<file path="src/hw/rtl/tdcp_pkg.sv">
// Package for the tagged decimal channel parser.
// Holds the frame byte codes and parameter defaults; no dependencies.
`timescale 1ns / 1ps
`default_nettype none

package tdcp_pkg;

  localparam int unsigned DefValueWidth = 32;

  localparam logic [7:0] ChStart = 8'h50;  // 'P'
  localparam logic [7:0] ChChanA = 8'h41;  // 'A'
  localparam logic [7:0] ChChanD = 8'h44;  // 'D'
  localparam logic [7:0] ChEnd   = 8'h21;  // '!'
  localparam logic [7:0] ChMinus = 8'h2D;  // '-'
  localparam logic [7:0] ChZero  = 8'h30;  // '0'
  localparam logic [7:0] ChNine  = 8'h39;  // '9'

  localparam int unsigned DigitBase = 10;

endpackage

`default_nettype wire

</file>
<file path="src/hw/rtl/tdcp_intf.sv">
// Valid/ready channel interfaces of the tagged decimal channel parser.
// Byte request channel and result request channel; no dependencies.
`timescale 1ns / 1ps
`default_nettype none

interface tdcp_byte_if;
  logic       valid;
  logic       ready;
  logic [7:0] data_byte;

  modport source (output valid, output data_byte, input ready);
  modport sink   (input valid, input data_byte, output ready);
endinterface

interface tdcp_res_if #(
  parameter int unsigned VALUE_WIDTH = 32
);
  logic                          valid;
  logic                          ready;
  logic [1:0]                    channel;
  logic signed [VALUE_WIDTH-1:0] value_tenths;

  modport source (output valid, output channel, output value_tenths, input ready);
  modport sink   (input valid, input channel, input value_tenths, output ready);
endinterface

`default_nettype wire

</file>
<file path="src/hw/rtl/tdcp_in_reg.sv">
// Input byte register of the tagged decimal channel parser.
// Decouples the byte channel from the parser stage; uses no package items.
`timescale 1ns / 1ps
`default_nettype none

module tdcp_in_reg (
  input  wire        clk_i,
  input  wire        rst_ni,
  input  wire        valid_i,
  input  wire  [7:0] data_i,
  output logic       ready_o,
  input  wire        take_i,
  output logic       valid_o,
  output logic [7:0] data_o
);

  logic       valid_q;
  logic [7:0] data_q;

  // room when empty or when the held byte leaves this cycle
  assign ready_o = !valid_q || take_i;

  always_ff @(posedge clk_i or negedge rst_ni) begin
    if (!rst_ni) begin
      valid_q <= 1'b0;
    end else if (ready_o) begin
      valid_q <= valid_i;
    end
  end

  always_ff @(posedge clk_i) begin
    if (ready_o && valid_i) begin
      data_q <= data_i;
    end
  end

  assign valid_o = valid_q;
  assign data_o  = data_q;

endmodule

`default_nettype wire

</file>
<file path="src/hw/rtl/tdcp_core.sv">
// Frame parser stage and result register of the tagged decimal channel parser.
// Uses byte codes from tdcp_pkg.
`timescale 1ns / 1ps
`default_nettype none

module tdcp_core #(
  parameter int unsigned VALUE_WIDTH = tdcp_pkg::DefValueWidth
) (
  input  wire                           clk_i,
  input  wire                           rst_ni,
  input  wire                           byte_valid_i,
  input  wire  [7:0]                    byte_data_i,
  output logic                          take_o,
  output logic                          out_valid_o,
  input  wire                           out_ready_i,
  output logic [1:0]                    channel_o,
  output logic signed [VALUE_WIDTH-1:0] value_o
);

  localparam int unsigned MagW = VALUE_WIDTH - 1;
  localparam int unsigned ExtW = MagW + 4;

  localparam logic [1:0] PhIdle  = 2'd0;
  localparam logic [1:0] PhGotP  = 2'd1;
  localparam logic [1:0] PhGotCh = 2'd2;
  localparam logic [1:0] PhNum   = 2'd3;

  localparam logic [MagW-1:0] MagMax = {MagW{1'b1}};

  logic [1:0]      phase_q, phase_d;
  logic [1:0]      chan_q, chan_d;
  logic            neg_q, neg_d;
  logic            seen_q, seen_d;
  logic [MagW-1:0] mag_q, mag_d;

  logic            out_valid_q, out_valid_d;
  logic [1:0]      out_chan_q;
  logic [VALUE_WIDTH-1:0] out_value_q;

  logic            emit;
  logic [7:0]      b;
  logic [7:0]      digit_off;
  logic [7:0]      chan_off;
  logic            is_digit;
  logic            is_chan;
  logic [ExtW-1:0] mag_ext;
  logic [ExtW-1:0] mag_next;
  logic            mag_sat;
  logic [VALUE_WIDTH-1:0] mag_val;
  logic [VALUE_WIDTH-1:0] signed_val;

  assign b         = byte_data_i;
  assign digit_off = b - tdcp_pkg::ChZero;
  assign chan_off  = b - tdcp_pkg::ChChanA;
  assign is_digit  = (b >= tdcp_pkg::ChZero) && (b <= tdcp_pkg::ChNine);
  assign is_chan   = (b >= tdcp_pkg::ChChanA) && (b <= tdcp_pkg::ChChanD);

  // mag*10 + d, saturate when it passes the largest magnitude
  assign mag_ext  = {4'b0, mag_q};
  assign mag_next = (mag_ext << 3) + (mag_ext << 1) + ExtW'(digit_off[3:0]);
  assign mag_sat  = mag_next > {4'b0, MagMax};

  assign mag_val    = {1'b0, mag_q};
  assign signed_val = neg_q ? (~mag_val + VALUE_WIDTH'(1)) : mag_val;

  assign take_o = byte_valid_i && (!out_valid_q || out_ready_i);

  always_comb begin
    phase_d = phase_q;
    chan_d  = chan_q;
    neg_d   = neg_q;
    seen_d  = seen_q;
    mag_d   = mag_q;
    emit    = 1'b0;

    // letter, '-', digit or valid end go first; else 'P' restarts, else idle
    if ((phase_q == PhGotP) && is_chan) begin
      chan_d  = chan_off[1:0];
      phase_d = PhGotCh;
    end else if ((phase_q == PhGotCh) && (b == tdcp_pkg::ChMinus)) begin
      neg_d   = 1'b1;
      phase_d = PhNum;
    end else if (((phase_q == PhGotCh) || (phase_q == PhNum)) && is_digit) begin
      mag_d   = mag_sat ? MagMax : mag_next[MagW-1:0];
      seen_d  = 1'b1;
      phase_d = PhNum;
    end else if ((phase_q == PhNum) && (b == tdcp_pkg::ChEnd) && seen_q) begin
      emit    = 1'b1;
      phase_d = PhIdle;
    end else if (b == tdcp_pkg::ChStart) begin
      phase_d = PhGotP;
      chan_d  = 2'd0;
      neg_d   = 1'b0;
      seen_d  = 1'b0;
      mag_d   = '0;
    end else begin
      phase_d = PhIdle;
    end
  end

  always_comb begin
    if (take_o) begin
      out_valid_d = emit;
    end else if (out_ready_i) begin
      out_valid_d = 1'b0;
    end else begin
      out_valid_d = out_valid_q;
    end
  end

  always_ff @(posedge clk_i or negedge rst_ni) begin
    if (!rst_ni) begin
      phase_q     <= PhIdle;
      chan_q      <= 2'd0;
      neg_q       <= 1'b0;
      seen_q      <= 1'b0;
      mag_q       <= '0;
      out_valid_q <= 1'b0;
    end else begin
      out_valid_q <= out_valid_d;
      if (take_o) begin
        phase_q <= phase_d;
        chan_q  <= chan_d;
        neg_q   <= neg_d;
        seen_q  <= seen_d;
        mag_q   <= mag_d;
      end
    end
  end

  always_ff @(posedge clk_i) begin
    if (take_o && emit) begin
      out_chan_q  <= chan_q;
      out_value_q <= signed_val;
    end
  end

  assign out_valid_o = out_valid_q;
  assign channel_o   = out_chan_q;
  assign value_o     = out_value_q;

endmodule

`default_nettype wire

</file>
<file path="src/hw/rtl/tagged_decimal_channel_parser.sv">
// Top level of the tagged decimal channel parser.
// Depends on tdcp_pkg, tdcp_intf (channel interfaces), tdcp_in_reg and tdcp_core.
//
// Parses a byte stream for frames 'P', channel letter A..D, an optional '-'
// right after the letter, one or more decimal digits, then '!'. Each complete
// frame yields one result request: the channel (0=A .. 3=D) and the signed
// value in tenths, two's complement of VALUE_WIDTH bits, with the magnitude
// saturated at 2^(VALUE_WIDTH-1)-1. A malformed byte ends the frame and is
// checked again as a start 'P'. One byte is taken every cycle while no result
// is stalled; a result is valid once its '!' byte has passed from the input
// byte register through the parser into the result register.
// A stalled result holds the parser, and the input register absorbs one more
// byte meanwhile.
`timescale 1ns / 1ps
`default_nettype none

module tagged_decimal_channel_parser #(
  parameter int unsigned VALUE_WIDTH = tdcp_pkg::DefValueWidth
) (
  input  wire         clk_i,
  input  wire         rst_ni,
  tdcp_byte_if.sink   data_i,
  tdcp_res_if.source  result_o
);

  logic       take;
  logic       byte_valid;
  logic [7:0] byte_data;
  logic       res_valid;
  logic [1:0] res_chan;
  logic signed [VALUE_WIDTH-1:0] res_value;

  tdcp_in_reg u_in_reg (
    .clk_i   (clk_i),
    .rst_ni  (rst_ni),
    .valid_i (data_i.valid),
    .data_i  (data_i.data_byte),
    .ready_o (data_i.ready),
    .take_i  (take),
    .valid_o (byte_valid),
    .data_o  (byte_data)
  );

  tdcp_core #(
    .VALUE_WIDTH (VALUE_WIDTH)
  ) u_core (
    .clk_i        (clk_i),
    .rst_ni       (rst_ni),
    .byte_valid_i (byte_valid),
    .byte_data_i  (byte_data),
    .take_o       (take),
    .out_valid_o  (res_valid),
    .out_ready_i  (result_o.ready),
    .channel_o    (res_chan),
    .value_o      (res_value)
  );

  assign result_o.valid        = res_valid;
  assign result_o.channel      = res_chan;
  assign result_o.value_tenths = res_value;

endmodule

`default_nettype wire
</file>
<file path="src/flat_wrapper.sv">
// flat-port wrapper written by rule: the top's interface ports become plain ports
module tagged_decimal_channel_parser_flat 
#(
  parameter int unsigned VALUE_WIDTH = tdcp_pkg::DefValueWidth
)
  (clk_i, rst_ni, data_i_valid, data_i_data_byte, data_i_ready, result_o_valid, result_o_channel, result_o_value_tenths, result_o_ready);
  tdcp_byte_if data_i_i ();
  tdcp_res_if #(.VALUE_WIDTH(VALUE_WIDTH)) result_o_i ();
  input  wire clk_i;
  input  wire rst_ni;
  input wire logic [$bits(data_i_i.valid)-1:0] data_i_valid;
  input wire logic [$bits(data_i_i.data_byte)-1:0] data_i_data_byte;
  output wire logic [$bits(data_i_i.ready)-1:0] data_i_ready;
  output wire logic [$bits(result_o_i.valid)-1:0] result_o_valid;
  output wire logic [$bits(result_o_i.channel)-1:0] result_o_channel;
  output wire logic [$bits(result_o_i.value_tenths)-1:0] result_o_value_tenths;
  input wire logic [$bits(result_o_i.ready)-1:0] result_o_ready;
  assign data_i_i.valid = data_i_valid;
  assign data_i_i.data_byte = data_i_data_byte;
  assign data_i_ready = data_i_i.ready;
  assign result_o_valid = result_o_i.valid;
  assign result_o_channel = result_o_i.channel;
  assign result_o_value_tenths = result_o_i.value_tenths;
  assign result_o_i.ready = result_o_ready;
  tagged_decimal_channel_parser #(.VALUE_WIDTH(VALUE_WIDTH)) u_core (.clk_i(clk_i), .rst_ni(rst_ni), .data_i(data_i_i), .result_o(result_o_i));
endmodule
</file>
<file path="config.mk">
export PLATFORM = sky130hd
export DESIGN_NAME = tagged_decimal_channel_parser_flat
export DESIGN_NICKNAME = d
export VERILOG_FILES = /design/src/hw/rtl/tdcp_pkg.sv /design/src/hw/rtl/tdcp_intf.sv /design/src/hw/rtl/tdcp_in_reg.sv /design/src/hw/rtl/tdcp_core.sv /design/src/hw/rtl/tagged_decimal_channel_parser.sv /design/src/flat_wrapper.sv
export SDC_FILE = /design/constraint.sdc
export NUM_CORES = 1
export LEC_CHECK = 0
export BUFFER_PORTS_ARGS = -buffer_cell sky130_fd_sc_hd__buf_2
export CAP_MARGIN = 40
export CELL_PAD_IN_SITES_DETAIL_PLACEMENT = 1
export CELL_PAD_IN_SITES_GLOBAL_PLACEMENT = 1
export CORE_UTILIZATION = 30
export DETAILED_ROUTE_END_ITERATION = 8
export PLACE_DENSITY_LB_ADDON = 0.1
export SETUP_SLACK_MARGIN = 0.2
export SLEW_MARGIN = 5
export SYNTH_ARGS = -nofsm -noshare
export SYNTH_HDL_FRONTEND = slang
export SYNTH_SLANG_ARGS = --single-unit
</file>
<file path="constraint.sdc">
create_clock -name clk_i -period 5.4 [get_ports clk_i]
set_input_delay 1.35 -clock clk_i [delete_from_list [all_inputs] [get_ports clk_i]]
set_output_delay 1.35 -clock clk_i [all_outputs]
set_load 0.01 [all_outputs]
</file>
# Word-level counts from Yosys, hierarchy flattened
# Cells that the tools add are included.
# word_totals
regBits,81
in_bits,12
# op_classes
n_addsub,5
magnitude_cmp,5
n_eq_ne,12
muxes,26
bitwise_logic,3
n_reduce_logical,22
# ops
cell,n
$mux 31,5
$add 34x32->35,1
$add 35x4->35,1
$gt 35x31->1 const B,1
$add 32x1->32 const B,1
$not 31->32,1
$eq 8x6->1 const B,2
$mux 2,8
$reduce_and 5->1,3
$mux 1,13
$ne 2x2->1 const B,6
$logic_and 1x1->1,10
$eq 8x7->1 const B,1
$ge 8x6->1 const B,1
$ge 8x7->1 const B,1
$le 8x6->1 const B,1
$le 8x7->1 const B,1
$reduce_bool 2->1,4
$eq 2x2->1 const B,2
$sub 4x1->4 const B,1
$logic_or 1x1->1,3
$eq 2x1->1 const B,1
$logic_not 1->1,2
$not 1->1,2
$sub 2x1->2 const B,1

# Longest topological paths before layout
# Gate-level depths: netlist of the first run.
# depth
ltp_word,8
ltp_mapped,13
depth_no_buf,12

# Modules after synthesis
# From an unflattened synthesis of the first run, not the netlist that was laid out.
# unflattened
cells_unflattened,559
hier_area_um2,5703.0
# modules_own_cells
module,n_inst,cells_per_inst,area_per_inst_um2,seq_area_each_um2
tdcp_core,1,547,5408.9,1971.9
tdcp_in_reg,1,12,294.0,265.3

# Least setup slack after synthesis of the first run
# OpenSTA, ideal clock, no wires.
# synth_path
kind,input -> register
from,in result_o_ready
to,"reg u_core.u_core.out_chan_q[0], in the netlist u_core.u_core.channel_o[0] (enable)"
arrival_time_ns,5.202
required_time_ns,4.890
slack_ns,-0.313
stages,5
n_path_buf,0
path_cell_list,nand2b_1 > nand2_1 > nor2_1 > nand2_1 > nor4_1
# synth_via
elab_chain_cells,3
# synth_rtl
item,line_no,rtl
from (decl),flat_wrapper.sv:17,input wire logic [$bits(result_o_i.ready)-1:0] result_o_ready;
$logic_or 1x1->1,tdcp_core.sv:66,assign take_o = byte_valid_i && (!out_valid_q || out_ready_i);
$logic_and 1x1->1,tdcp_core.sv:66,
$logic_and 1x1->1,tdcp_core.sv:132,if (take_o && emit) begin
to (signal assigned),tdcp_core.sv:133,out_chan_q <= chan_q;
to (decl),tdcp_core.sv:37,logic [1:0] out_chan_q;
# No other way between the ends.
# A chain may end at the register's enable or synchronous reset.

# Final worst setup path of the first run
# layout_path
from,reg u_core.u_core.mag_q[2]
to,reg u_core.u_core.mag_q[13]
# layout_via
elab_chain_cells,5
# layout_rtl
item,line_no,rtl
from (decl),tdcp_core.sv:34,"logic [MagW-1:0] mag_q, mag_d;"
from (signal assigned),tdcp_core.sv:126,mag_q <= mag_d;
$add 34x32->35 *,tdcp_core.sv:60,assign mag_next = (mag_ext << 3) + (mag_ext << 1) + ExtW'(digit_off[3:0]);
$add 35x4->35 *,tdcp_core.sv:60,
$gt 35x31->1,tdcp_core.sv:61,"assign mag_sat = mag_next > {4'b0, MagMax};"
$mux 31 *,tdcp_core.sv:84,mag_d = mag_sat ? MagMax : mag_next[MagW-1:0];
$mux 31 *,tdcp_core.sv:83,end else if (((phase_q == PhGotCh) || (phase_q == PhNum)) && is_digit) begin
# Mark *: on every way between the ends. The rest lies on a longest branch, timed or not.

==> results of run 1 <==
==> cell families after synthesis <==
family                   after synthesis  synth area share
XOR/XNOR                              53           0.08022
AND/OR/NAND/NOR                      184            0.1578
multiplexers                           2          0.003676
flip-flops                            81            0.3866
buffers and inverters                 35           0.02530
adder cells (fa/ha/maj)               67            0.1475
AO/OA/AOI/OAI                        177            0.1989
==> sequential cells by signal (all words and copies together), names as in the netlist <==
name,flops
u_core.u_core.chan_q,2
u_core.u_core.channel_o,2
u_core.u_core.mag_q,31
u_core.u_core.neg_q,1
u_core.u_core.out_valid_o,1
u_core.u_core.phase_q,2
u_core.u_core.seen_q,1
u_core.u_core.value_o,32
u_core.u_in_reg.data_o,8
u_core.u_in_reg.valid_o,1
==> worst max-delay path by stage <==
stage	to	slack, ns	depth (start not counted)
2_1_floorplan	u_core.u_core.channel_o[0]	1.09	5
3_3_place_gp	u_core.u_core.mag_q[13]	1.36	12
3_5_place_dp	u_core.u_core.mag_q[13]	1.23	11
4_1_cts	u_core.u_core.mag_q[13]	1.20	11
5_1_grt	u_core.u_core.mag_q[13]	0.85	11
6_report	u_core.u_core.mag_q[13]	1.22	11
==> cells in the mapped netlist (2+ instances only) <==
library cell,instances,area [um^2]
nand2_1,77,289.0
nand2b_1,10,62.56
edfxtp_1,42,1261
a21bo_2,2,20.02
nor3_1,9,45.04
nor2b_1,3,18.77
o41ai_1,5,43.79
o22ai_1,4,25.02
or3_2,2,15.01
buf_2,3,15.01
nand3b_1,2,15.01
clkbuf_1,11,41.29
a22oi_1,12,90.09
and2_1,5,31.28
or3_1,9,56.30
o221ai_1,4,35.03
nor3_2,2,20.02
a31oi_1,8,50.05
o211ai_1,11,82.58
a21o_1,7,52.55
inv_1,18,67.56
nand3_1,10,50.05
nor2_1,27,101.4
xor2_1,10,87.58
a211oi_1,3,22.52
o21ai_0,43,215.2
and3_1,6,37.54
xnor2_1,43,376.6
dfrtp_1,39,975.9
nand4_1,7,43.79
fa_1,2,40.04
ha_1,65,813.3
o2111ai_1,2,17.52
a21oi_1,49,245.2
o21a_1,5,37.54
o31ai_1,9,67.56
nor4_1,5,31.28
or4_4,3,33.78
==> cell type report <==
class | instances | share of cell area
Multi-Input combinational cell | 483 | 0.5136
Sequential cell | 81 | 0.3351
Tap cell | 260 | 0.04873
Timing Repair Buffer | 56 | 0.04836
Clock buffer | 10 | 0.03430
Inverter | 18 | 0.01012
Clock inverter | 6 | 0.009747
==> through the flow <==
stage	cell area (um^2)	power, mW	instances
after global placement	6346	1.486	896
after detailed placement	6381	1.495	898
after floorplan	5793	1.295	599
after global routing	6675	2.260	914
after CTS	6675	2.151	914
final	6675	2.124	914
==> where the power goes <==
part | leakage (nW) | internal, mW | switching, mW
Combinational | 1.82 | 0.283 | 0.413
Clock | 0.145 | 0.361 | 0.276
Sequential | 0.893 | 0.708 | 0.0836
==> layer usage <==
layer  global-route usage  vias up
met2               0.3137       72
met1               0.2444     2363
li1                     -     2338
met5                    0        -
met3              0.02548       24
met4              0.06579        0
==> flow_summary.ini, run 1 <==
[hold_path]
hp-class = flop to flop
min_from = u_core.u_core.chan_q[0]
hold_end = u_core.u_core.channel_o[0]
holdPathStages = 0

[timing]
whs_ns = 0.4560
clock.fmax_mhz = 239.1
tns_ns = 0
worstMarginPinSlew_ns = 0.7353
finalCriticalPeriod_ns = 4.183
hold_viol_final = 0
finalCritPeriodShare = 0.7746
setup_viol = 0
rsz0062_at_grt = false
maxSlewHeadroom = 0.5071
finalClockSkew_ns = 0.005743
drv_slew = 0
fin_ws_ns = 1.217

[final_layout]
antenna_cells = 0
layout_commonest_cell = nand2_1
final_util = 0.3545
layout_common_cells = nand2_1, ha_1, a21oi_1
fill_cells = 2161
layout-drive-gt1-share = 0.1391
area.sequential_mm2 = 0.002237
fin_nets = 728
area_growth_pct = 15.35
multi_input_area_mm2 = 0.003428

[job]
drv_cap = 0

[global_route]
first_global_vias = 5168
grt_pass1_wl_um = 28240
antenna_found_initial = 0
grt_overflow = 0
grt_max_degree = 28
grt_usage = 0.1863

[clock_network]
cts-hold-fix-buffers = 0
clockBufferDepth = 2
cts_buffers = 9
h-tree-depth = 3
insertion_delay_ns = 0.35
post_cts_buffers = 0
clock_sink_count = 81
clkTransAtPathRegs_ns = 0.07
cts_root_buf = clkbuf_16
ctsResizeCount = 0
cts_tree = yes

[setup_path]
crit_top_cell = fa_1
worst_ep_required_time_ns = 5.59
cp_num_buf_inv = 1
worstSetupStartpoint = u_core.u_core.mag_q[2]
crit_path_end_kind = flop
worstReg2RegEnd = u_core.u_core.mag_q[13]
critPathLaunchType = flop
critical_path_class = flop to flop
rrSetupSlack_ns = 1.22
r2r_start = u_core.u_core.mag_q[2]
ff2ff_path_depth = 11
slowest_stage = nor3_2
arrival_ns = 4.37
cp_slowest_stage_delay_ns = 0.66
path_cells = inv_1, fa_1, fa_1, nand2b_1, a21oi_1, o21ai_0, or4_4, o2111ai_1, o211ai_1, nor3_2, a311oi_1
cp_top_family = simple AND/OR/NAND/NOR gates
path_max_fanout = 10

[logic_synthesis]
ys_ff_latch = 81
ys_async_sr_fraction = 0.4815
synthFlopType = edfxtp_1
synth_warnings = 0
ys_seq_area_frac = 0.3866
syn-instance-count = 599
syn_nets = 678
ys_types = 63
synth_edf_count = 42
syn_area_mm2 = 0.005787
postSynthAreaPerCell_um2 = 9.661

[routing]
wire_per_inst_um = 19.27
met1Wirelength_um = 8447
route.detailed.drc = 0
met3WireLength_um = 363
top_layer_used = met4
wl_met2_um = 8428
first_pass_iters = 4
drt-total-wl_um = 17620
avgViaCountPerCell = 5.248
vias = 4797
drt_iter0_markers = 208
final_antenna_net_count = 0

[power]
p_leak_nw = 2.855
ir_worst_vdd_uv = 148.9
power_density_mw_per_mm2 = 318.2

[placement]
port_buffers = 47
gp_congestion = 0.8742
hpwl_um = 13490
pre_cts_slack_ns = 1.228

[die]
die_area_mm2 = 0.01985
die_h_um = 140.9
core_area_mm2 = 0.01883
row_count = 50
start_util = 0.3073
die_w_um = 140.9
io_pins = 48

[status]
status = completed
Note: power is estimated with default switching activity, not from simulation.
==> run 2, diff against run 1 <==
- clock period: 5.4 -> 3.7 ns (I/O delays scaled with it)
==> run 2 against run 1 <==
Global-route usage grew 1.0 points; sequential share of layout area decreased by 2.7 points; count of clock-buffer cells in the layout increased by 1; via count increased by 5.1%; non-clock buffer count is 48 higher; cell count rose by 5.3%; wire length grew 5.7%; critical path depth rose by 3; first-iteration DRC count shrank 8.2%; combinational power increased by 85%; utilization is 3.1 points higher; largest power group is now combinational cells.
==> flow_summary.ini, run 2 (synthesis gave the netlist of run 1 again) <==
[die]
die_area_mm2 = 0.01985
row_count = 50
start_util = 0.3073
die_h_um = 140.9
core_area_mm2 = 0.01883
die_w_um = 140.9
io_pins = 48

[setup_path]
path_max_fanout = 6
crit_path_end_kind = flop
rrSetupSlack_ns = 0.19
critPathLaunchType = flop
critical_path_class = flop to flop
arrival_ns = 3.72
worst_ep_required_time_ns = 3.91

[routing]
first_pass_iters = 4
drt_iter0_markers = 191
avgViaCountPerCell = 5.239
drt-total-wl_um = 18630
wire_per_inst_um = 19.36
final_antenna_net_count = 0
vias = 5040
route.detailed.drc = 0

[clock_network]
cts_buffers = 9
cts_tree = yes
clkTransAtPathRegs_ns = 0.07
clockBufferDepth = 2
cts_root_buf = clkbuf_16
cts-hold-fix-buffers = 0
clock_sink_count = 81
insertion_delay_ns = 0.34
h-tree-depth = 3

[timing]
finalCriticalPeriod_ns = 3.510
hold_viol_final = 0
finalClockSkew_ns = 0.01096
finalCritPeriodShare = 0.9486
clock.fmax_mhz = 284.9
setup_viol = 0
rsz0062_at_grt = true
fin_ws_ns = 0.1900
drv_slew = 0
maxSlewHeadroom = 0.6109
worstMarginPinSlew_ns = 0.5783

[placement]
post_dp_cell_area_mm2 = 0.006705
port_buffers = 47
pre_cts_slack_ns = -0.007318
gp_congestion = 0.9060
hpwl_um = 14750

[global_route]
grt_pass1_wl_um = 29900
grt.busiest_layer = met2
grt_use_met2 = 0.3200
grt_usage = 0.1965
grt_max_degree = 33
grt_use_met1 = 0.2786
first_global_vias = 5289
grt_overflow = 0
grt_util_met3 = 0.01766
antenna_found_initial = 0

[power]
power_density_mw_per_mm2 = 465.7
p_leak_nw = 3.148
ir_worst_vdd_uv = 216.9

[final_layout]
layout_commonest_cell = nand2_1
area_growth_pct = 25.54
multi_input_area_mm2 = 0.003591
largest_reg_flops = 32
fin_area_mm2 = 0.007264
layout-drive-gt1-share = 0.2422
antenna_cells = 0
layout_common_cells = nand2_1, ha_1, buf_4
fill_cells = 2127
area.sequential_mm2 = 0.002238
fin_nets = 776

[job]
drv_cap = 0

[hold_path]
hp-class = input port to asynchronous set/reset pin

[status]
status = completed
==> run 2: cell types whose count changed in the layout (fill, tap and decap cells not counted), moves of 3 or more <==
cell / change
o21ai_2: +3
ha_2: +3
inv_1: -4
buf_4: +41
buf_6: +6
ha_1: -4
inv_2: +4
o21ai_0: -4
a21oi_2: +5
a21oi_1: -6
==> run 2: worst paths after layout <==
| check | start | endpoint | cells after the start |
|---|---|---|---|
| setup / recovery | u_core.u_core.mag_q[0] | u_core.u_core.mag_q[0] | 14 |
| hold / removal | rst_ni | u_core.u_core.mag_q[27] | 1 |
| setup reg to reg | u_core.u_core.mag_q[0] | u_core.u_core.mag_q[0] | 14 |
| hold reg to reg | u_core.u_core.chan_q[0] | u_core.u_core.channel_o[0] | 0 |
| max in group asynchronous | rst_ni | u_core.u_core.mag_q[19] | 2 |
| min in group clk_i | u_core.u_core.chan_q[0] | u_core.u_core.channel_o[0] | 0 |
==> run 2: critical path, stage by stage (launching register included) <==
cell	delay, ns
dfrtp_1	0.36
inv_2	0.06
fa_2	0.62
inv_2	0.06
ha_4	0.23
a211oi_4	0.29
nor4b_4	0.10
a2111oi_4	0.30
a31o_2	0.26
a31oi_4	0.09
mux2_4	0.35
o31ai_4	0.27
buf_6	0.15
buf_6	0.12
o221ai_1	0.11
==> run 2: final cells by class <==
class	instances	share of cell area
Multi-Input combinational cell	483	0.4943
Inverter	18	0.009301
Clock inverter	5	0.008267
Sequential cell	81	0.3081
Timing Repair Buffer	104	0.09886
Tap cell	260	0.04478
Clock buffer	11	0.03634
==> run 2: per-stage QoR <==
stage	cells	setup TNS, ns	util	total power [mW]	hold slack [ns]
2_1_floorplan	599	0	-	1.902	0.4249
3_3_place_gp	936	0	0.3536	2.325	0.4424
4_1_cts	961	0	0.3813	3.385	0.4551
3_5_place_dp	938	-0.009627	0.3561	2.348	0.4441
5_1_grt	962	0	0.3858	3.575	0.4574
6_report	962	0	0.3858	3.383	0.4528
==> run 2: power breakdown <==
part	switching [mW]	internal (mW)	total [mW]
logic	0.744	0.549	1.29
registers	0.0949	1.03	1.13
clock network	0.376	0.585	0.960
total	1.22	2.17	3.38
==> run 2: what timing repair did <==
action | in CTS | in global routing
setup buffers | 5 | 1
gates resized for setup | 26 | 20
endpoints found under the setup margin | 31 | 31
cloned | 2 | 0
pin swaps | 10 | 4
==> run 2: per-layer routing <==
layer  routed length [um]  vias to the layer above
met5                    0                        -
met4                  235                        0
met3                  649                       19
met2                 8475                       97
met1                 9267                     2487
li1                     -                     2437
==> run 3, diff against run 2 <==
- BUFFER_PORTS_ARGS: -buffer_cell sky130_fd_sc_hd__buf_2 -> -buffer_cell sky130_fd_sc_hd__buf_4
==> run 3 against run 2 <==
First-iteration DRC count up 11%; sequential power barely moved; power decreased by 1.1%; critical path depth is 1 lower; utilization up 0.41 points; via count down 0.24%; non-clock buffer count decreased by 2; combinational power about the same; final area up 1.1%; clock power fell by 5.9%; die area stayed put; largest power group unchanged.
==> flow_summary.ini, run 3 (synthesis gave the netlist of run 1 again) <==
[status]
status = completed

[routing]
avgViaCountPerCell = 5.238
wire_per_inst_um = 18.84
drt_iter0_markers = 212
vias = 5028
route.detailed.drc = 0
final_antenna_net_count = 0
drt-total-wl_um = 18080
met3WireLength_um = 509
top_layer_used = met4
met1Wirelength_um = 9200
first_pass_iters = 4
wl_met2_um = 8167

[power]
ir_worst_vdd_uv = 194.5
p_leak_nw = 3.152
power_density_mw_per_mm2 = 455.5
total_power_mw = 3.344

[final_layout]
multi_input_area_mm2 = 0.003627
antenna_cells = 0
layout_commonest_cell = buf_4
fin_nets = 774
largest_reg_flops = 32
fill_cells = 2150
area_growth_pct = 26.85
stdcell_count = 960
area.sequential_mm2 = 0.002238
layout_common_cells = buf_4, nand2_1, ha_1
layout-drive-gt1-share = 0.2400

[setup_path]
worstSetupStartpoint = u_core.u_core.mag_q[0]
critPathLaunchType = flop
path_max_fanout = 8
crit_path_end_kind = flop
r2r_start = u_core.u_core.mag_q[0]
arrival_ns = 3.69
worst_ep_required_time_ns = 3.90
critical_path_class = flop to flop

[die]
die_area_mm2 = 0.01985
core_area_mm2 = 0.01883
die_w_um = 140.9
die_h_um = 140.9
row_count = 50
io_pins = 48
start_util = 0.3073

[clock_network]
cts_buffers = 9
cts_root_buf = clkbuf_16
clockBufferDepth = 2
clkTransAtPathRegs_ns = 0.06
h-tree-depth = 3
cts-hold-fix-buffers = 0
clock_sink_count = 81
cts_tree = yes
insertion_delay_ns = 0.33

[timing]
worstMarginPinSlew_ns = 0.6271
clock.fmax_mhz = 286.8
drv_slew = 0
finalClockSkew_ns = 0.005661
hold_viol_final = 0
finalCriticalPeriod_ns = 3.486
setup_viol = 0
fin_ws_ns = 0.2136
maxSlewHeadroom = 0.5766
finalCritPeriodShare = 0.9423
rsz0062_at_grt = true

[global_route]
grt_pass1_wl_um = 28700
grt_overflow = 0
first_global_vias = 5202
grt_usage = 0.1878
antenna_found_initial = 0
grt_max_degree = 40

[job]
drv_cap = 0

[hold_path]
min_from = u_core.u_core.chan_q[0]
hp-class = flop to flop

[placement]
pre_cts_slack_ns = -0.03363
hpwl_um = 14430
port_buffers = 47
placedCellCount = 937
gp_congestion = 0.8582
## run 3: power by group
group / internal (mW) / switching (mW)
Clock: 0.562 / 0.341
Combinational: 0.564 / 0.743
Sequential: 1.03 / 0.0999
## run 3: stage by stage
step	hold WS, ns	area (um^2)	TNS [ns]	util
global route	0.4611	7341	0	0.3898
finish	0.4545	7341	0	0.3898
detailed placement	0.4401	6790	-0.07286	0.3606
floorplan	0.4249	5813	0	-
global placement	0.4413	6775	0	0.3598
CTS	0.4544	7239	0	0.3845
## run 3: final timing paths
path | endpoint | slack, ns | depth (start not counted)
min in group asynchronous | u_core.u_core.mag_q[26] | 0.57 | 1
worst min register to register | u_core.u_core.channel_o[0] | 0.45 | 0
worst max-delay path | u_core.u_core.mag_q[29] | 0.21 | 13
worst min-delay path | u_core.u_core.channel_o[0] | 0.45 | 0
max in group asynchronous | u_core.u_core.mag_q[19] | 2.73 | 1
worst max register to register | u_core.u_core.mag_q[29] | 0.21 | 13
## run 3: critical path, cell delays in order (launching register included)
cell	delay [ns]
dfrtp_1	0.35
inv_2	0.05
fa_2	0.61
inv_2	0.05
ha_4	0.22
a211oi_4	0.30
nor4b_4	0.09
a2111oi_4	0.33
a31o_2	0.27
a31oi_4	0.09
mux2_4	0.35
o31ai_4	0.34
buf_6	0.18
o211ai_1	0.10
## run 3: area by class of cell
type / count / area share
multi-input cells: 483 / 0.4941
flip-flops and latches: 81 / 0.3049
repair buffers: 102 / 0.1064
well taps: 260 / 0.04432
clock buffers: 13 / 0.03562
inverters: 18 / 0.009204
clock inverters: 3 / 0.005454
## run 3: what timing repair did
action,4_1_cts,5_1_grt
cloned,1,0
buffers inserted,3,3
pin swaps,12,2
setup endpoints to repair,30,30
resized for setup,27,18
## run 3: metal layers
metal / track usage / vias up
met5: 0 / -
met3: 0.01732 / 12
met4: 0.05206 / 0
met2: 0.3006 / 78
met1: 0.2695 / 2515
li1: - / 2423
